$ cat config.mk
export PLATFORM = sky130hd
export DESIGN_NAME = osst_fill_gen
export DESIGN_NICKNAME = d
export VERILOG_FILES = /design/src/rtl/core/osst_pkg.sv /design/src/rtl/core/osst_fill_gen.sv
export SDC_FILE = /design/constraint.sdc
export NUM_CORES = 1
export LEC_CHECK = 0
export BUFFER_PORTS_ARGS = -buffer_cell sky130_fd_sc_hd__buf_2
export CELL_PAD_IN_SITES_DETAIL_PLACEMENT = 1
export CELL_PAD_IN_SITES_GLOBAL_PLACEMENT = 2
export CORE_ASPECT_RATIO = 1.5
export CORE_MARGIN = 3
export CORE_UTILIZATION = 36
export DETAILED_ROUTE_END_ITERATION = 12
export PLACE_DENSITY_LB_ADDON = 0.12
export SETUP_SLACK_MARGIN = 0.2
export SYNTH_ARGS = -nofsm -noshare
export SYNTH_HDL_FRONTEND = slang
export SYNTH_SLANG_ARGS = --single-unit
$ cat constraint.sdc
create_clock -name clk -period 12 [get_ports clk]
set_input_delay 1.2 -clock clk [delete_from_list [all_inputs] [get_ports clk]]
set_output_delay 1.2 -clock clk [all_outputs]
set_load 0.02 [all_outputs]
$ cat src/rtl/core/osst_pkg.sv
// Shared constants, codes and types for the order statistic slot tree.
`default_nettype none
package osst_pkg;

  localparam int MAX_SLOTS  = 1024;
  localparam int TREE_LG    = $clog2(MAX_SLOTS);
  localparam int NODE_AW    = TREE_LG + 1;
  localparam int NODE_COUNT = 2 * MAX_SLOTS;
  localparam int PTR_W      = NODE_AW + 1;
  localparam int DEPTH_W    = $clog2(TREE_LG + 1);

  localparam int REQ_W    = 2;
  localparam int SLOT_W   = 10;
  localparam int VALUE_W  = 8;
  localparam int TOTAL_W  = 18;
  localparam int STATUS_W = 2;
  localparam int SIZE_W   = 11;
  localparam int NODE_W   = TOTAL_W;

  localparam logic [REQ_W-1:0] REQ_SELECT = 2'd0;
  localparam logic [REQ_W-1:0] REQ_SET    = 2'd1;
  localparam logic [REQ_W-1:0] REQ_RANGE  = 2'd2;

  localparam logic [STATUS_W-1:0] ST_OK   = 2'd0;
  localparam logic [STATUS_W-1:0] ST_RANK = 2'd1;
  localparam logic [STATUS_W-1:0] ST_BAD  = 2'd2;

  typedef struct packed {
    logic               we;
    logic [NODE_AW-1:0] addr;
    logic [NODE_W-1:0]  data;
    logic               last;
  } osst_fill_t;

endpackage
`default_nettype wire

$ cat src/rtl/core/osst_fill_gen.sv
// Tree rebuild sweep: one node write per cycle with the count of active leaves below it.
`default_nettype none
module osst_fill_gen import osst_pkg::*; (
  input  wire logic              clk,
  input  wire logic              rst_n,
  input  wire logic              start,
  input  wire logic [SIZE_W-1:0] size,
  output osst_fill_t             fill
);

  logic               active_r;
  logic [NODE_AW-1:0] addr_r;
  logic [SIZE_W-1:0]  base_r;
  logic [SIZE_W-1:0]  span_r;
  logic [SIZE_W-1:0]  base_sum;
  logic [SIZE_W-1:0]  remain;
  logic [SIZE_W-1:0]  value;
  logic               last;

  always_comb begin
    base_sum = base_r + span_r;
    remain   = size - base_r;
    if (size > base_r) begin
      value = (remain < span_r) ? remain : span_r;
    end else begin
      value = '0;
    end
    last       = active_r && (addr_r == NODE_AW'(NODE_COUNT - 1));
    fill.we    = active_r;
    fill.addr  = addr_r;
    fill.data  = NODE_W'(value);
    fill.last  = last;
  end

  // Walk nodes in heap order; each level spans the slot row once.
  always_ff @(posedge clk) begin
    if (!rst_n || start) begin
      active_r <= 1'b1;
      addr_r   <= NODE_AW'(1);
      base_r   <= '0;
      span_r   <= SIZE_W'(MAX_SLOTS);
    end else if (active_r) begin
      if (last) begin
        active_r <= 1'b0;
      end
      addr_r <= addr_r + NODE_AW'(1);
      if (base_sum == SIZE_W'(MAX_SLOTS)) begin
        base_r <= '0;
        span_r <= span_r >> 1;
      end else begin
        base_r <= base_sum;
      end
    end
  end

endmodule
`default_nettype wire

==> out/results.ini <==
[synth]
synth.top_cell.area_share_pct = 24.5
yosysTopAreaCell = dfxtp_1
synth_cell_type_count = 51
synth_common_cells = nor2_1, nand2_1, dfxtp_1
synth_area_leaders = dfxtp_1, ha_1, mux2i_1, nor2_1, nand2_1
ys_warn_count = 0
ys_ff_latch = 34
synth-edff-count = 0
yosys.cell_count.top_type = nor2_1
synthCells = 344
synthArstFlopShare_pct = 0
syn_area_um2 = 2780
ys_seq_area_share_pct = 24.5
ys.flop_type = dfxtp_1
syn_area_per_cell_um2 = 8.07

[finish]
fin_nets = 428
areaGrowthSynthToFinish_pct = 11.7
num_antenna_cells = 0
layout-drive-gt1-share_pct = 13.7

[clock_network]
cts_inserted_buffers = 5
post_cts_resized = 0
worstSkewPairLatency_ns = 0.28
clk_pin_slew_ns = 0.06
clock_sinks = 34
htreeDepth = 2
cts_tree = yes
clockBufferDepth = 2
cts_setup_buffers = 0
cts_hold_buffers = 0
root_buffer = clkbuf_8

[worst_setup_path]
cp.depth = 19
crit_chain = buf_2 > inv_1 > ha_1 > inv_1 > fa_1 > a21o_1 > a211oi_1 > o21ai_1 > nand2_1 > xnor2_1 > ha_1 > a2111oi_0 > o21ai_0 > a21oi_1 > a21oi_1 > buf_4 > or3_1 > a21oi_1 > buf_2
cpPeakStageDelay_ns = 0.39
worstPathBufferInverterCount = 5
critPathLaunchType = input port
ff2ff_path_depth = 10
critPathKind = input port to output pin
path_max_fanout = 16
cp_common_cell = a21oi_1
end_kind = output pin
critPathArrivalTime_ns = 4.82
critical-path-top-delay-family = compound AO/OA/AOI/OAI gates
crit_required_ns = 10.80
critPathSlowestCell = fa_1

[outcome]
status = complete, no violations

[route]
routedWlPerCell_um = 14.3
vias = 2466
wl_um = 6850
vias_per_cell = 5.14
drt_first_pass_iters = 4
drt_iter0_drc = 37
post-route-drc-count = 0
drtAntennaViolNets = 0

[sta]
fmax_ghz = 0.166
finalClockSkew_ns = 0.00669
finalSetupTns_ns = 0
setup_viol = 0
report.final.slew_viol_count = 0
fin_crit_sh_pct = 50.1
rsz0062_at_grt = false
hold_viol = 0
finalCriticalPeriod_ns = 6.02
worst_pin_slew_ns = 1.08
slew_headroom_pct = 27.6

[global_routing]
grt_usage_pct = 16.8
antenna_found_initial = 0
grt_pass1_vias = 2606
gr-total-overflow = 0
grt_max_degree = 22
grt_pass1_wl_um = 11900

[pwr]
p_total_uw = 360
clkPwrFrac_pct = 21.7
vdd_drop_max_uv = 74.3
pwr-share-seq_pct = 33.5
leakage_uw = 0.00143
p_switching_uw = 137
swShare_pct = 38.0
combPwrFrac_pct = 44.8
power_density_nw_per_um2 = 116
p_int_uw = 223

[floorplanning]
die_h_um = 114
dieArea_um2 = 8820
die_w_um = 77.7
coreArea_um2 = 7370
num_io_pins = 45
start_util_pct = 37.7
rows = 38

[worst_hold_path]
hp-class = register to register
holdPathStages = 2

[placement]
portBuffers = 37
routabilityCongestion = 0.762
dp_hpwl_um = 5760

[run]
drv_cap = 0

-- stage by stage --
step / utilization [%] / cell area [um^2] / setup slack, ns / hold WS (ns) / std cells
CTS: 42.1 / 3100 / 5.96 / 0.516 / 480
finish: 42.1 / 3100 / 5.98 / 0.511 / 480
detailed placement: 41.1 / 3030 / 5.96 / 0.494 / 473
global placement: 41.1 / 3030 / 6.14 / 0.483 / 473
floorplan: - / 2800 / 6.13 / 0.468 / 350
global route: 42.1 / 3100 / 5.60 / 0.553 / 480
-- cells by family (layout without fill, tap and decap cells) --
| kind of cell | after synthesis | count (layout) | synth area share [%] |
|---|---|---|---|
| DFF | 34 | 34 | 24.5 |
| muxes | 25 | 25 | 9.01 |
| and+or+nand+nor | 120 | 120 | 20.5 |
| other | 1 | 7 | 0.135 |
| AOI/OAI and AO/OA | 65 | 65 | 15.9 |
| adders and majority gates | 34 | 34 | 15.9 |
| buffers and inverters | 44 | 74 | 7.48 |
| xor gates and xnor gates | 21 | 21 | 6.62 |
-- layer usage --
| metal | GRT usage [%] | vias to the layer above | wire (um) |
|---|---|---|---|
| met4 | 4.63 | 0 | 84 |
| li1 | - | 1253 | - |
| met2 | 33.9 | 31 | 3860 |
| met3 | 1.97 | 6 | 179 |
| met5 | 0 | - | 0 |
| met1 | 17.6 | 1176 | 2730 |
-- power groups by stage --
stage	registers (uW)	clock network [uW]	logic (uW)
finish	120	78.1	161
global route	121	85.5	181
CTS	121	82.1	165
detailed placement	123	0	165
global placement	123	0	164
floorplan	123	0	131
-- cells in the final DEF (no fill, tap or decap), types with 3 or more instances in the layout --
cell      netlist  routed
xnor2_1         9       9
o211ai_1        3       3
o21ai_0         8       8
buf_4           9       3
a21o_1          5       5
nand2_1        36      36
buf_2           1      37
inv_1          27      27
o21ai_1         4       4
conb_1          1       7
a21oi_1        19      19
nand3_1         4       4
and3_1          5       5
nand4_1         3       3
nor2_1         42      42
or3_1           9       9
mux2i_1        25      25
nand2b_1        3       3
nor3_1          6       6
ha_1           32      32
dfxtp_1        34      34
a211oi_1        5       5
xor2_1         12      12
o21a_1          5       5
clkbuf_8        0       5
-- worst paths after layout --
check	startpoint	end	slack (ns)
min	addr_r[7]$_SDFFE_PP0P_	addr_r[7]$_SDFFE_PP0P_	0.51
max reg2reg	span_r[0]$_SDFFE_PP0P_	span_r[10]$_SDFFE_PP1P_	8.82
min reg2reg	addr_r[7]$_SDFFE_PP0P_	addr_r[7]$_SDFFE_PP0P_	0.51
max	size[0]	fill[8]	5.98
-- worst register-to-register path, delay by kind of cell, from the launching register on --
kind	cells	cell delay (ns)
buffers and inverters	1	0.06
adders and majority gates	2	0.62
xor gates and xnor gates	1	0.16
DFF	1	0.41
and+or+nand+nor	4	1.46
AOI/OAI and AO/OA	2	0.38
-- state kept, by name (all words and copies together) (netlist names) --
| register | count |
|---|---|
| span_r | 11 |
| base_r | 11 |
| addr_r | 11 |
| active_r | 1 |
-- cell type report --
class                   count  area [um^2]
repair buffers             40          208
inverters                  27          101
clock buffers               7         76.3
well taps                 100          125
fillers                   949         4270
multi-input cells         272         1910
flip-flops and latches     34          681
No activity file was read; power rests on OpenSTA's default activity.
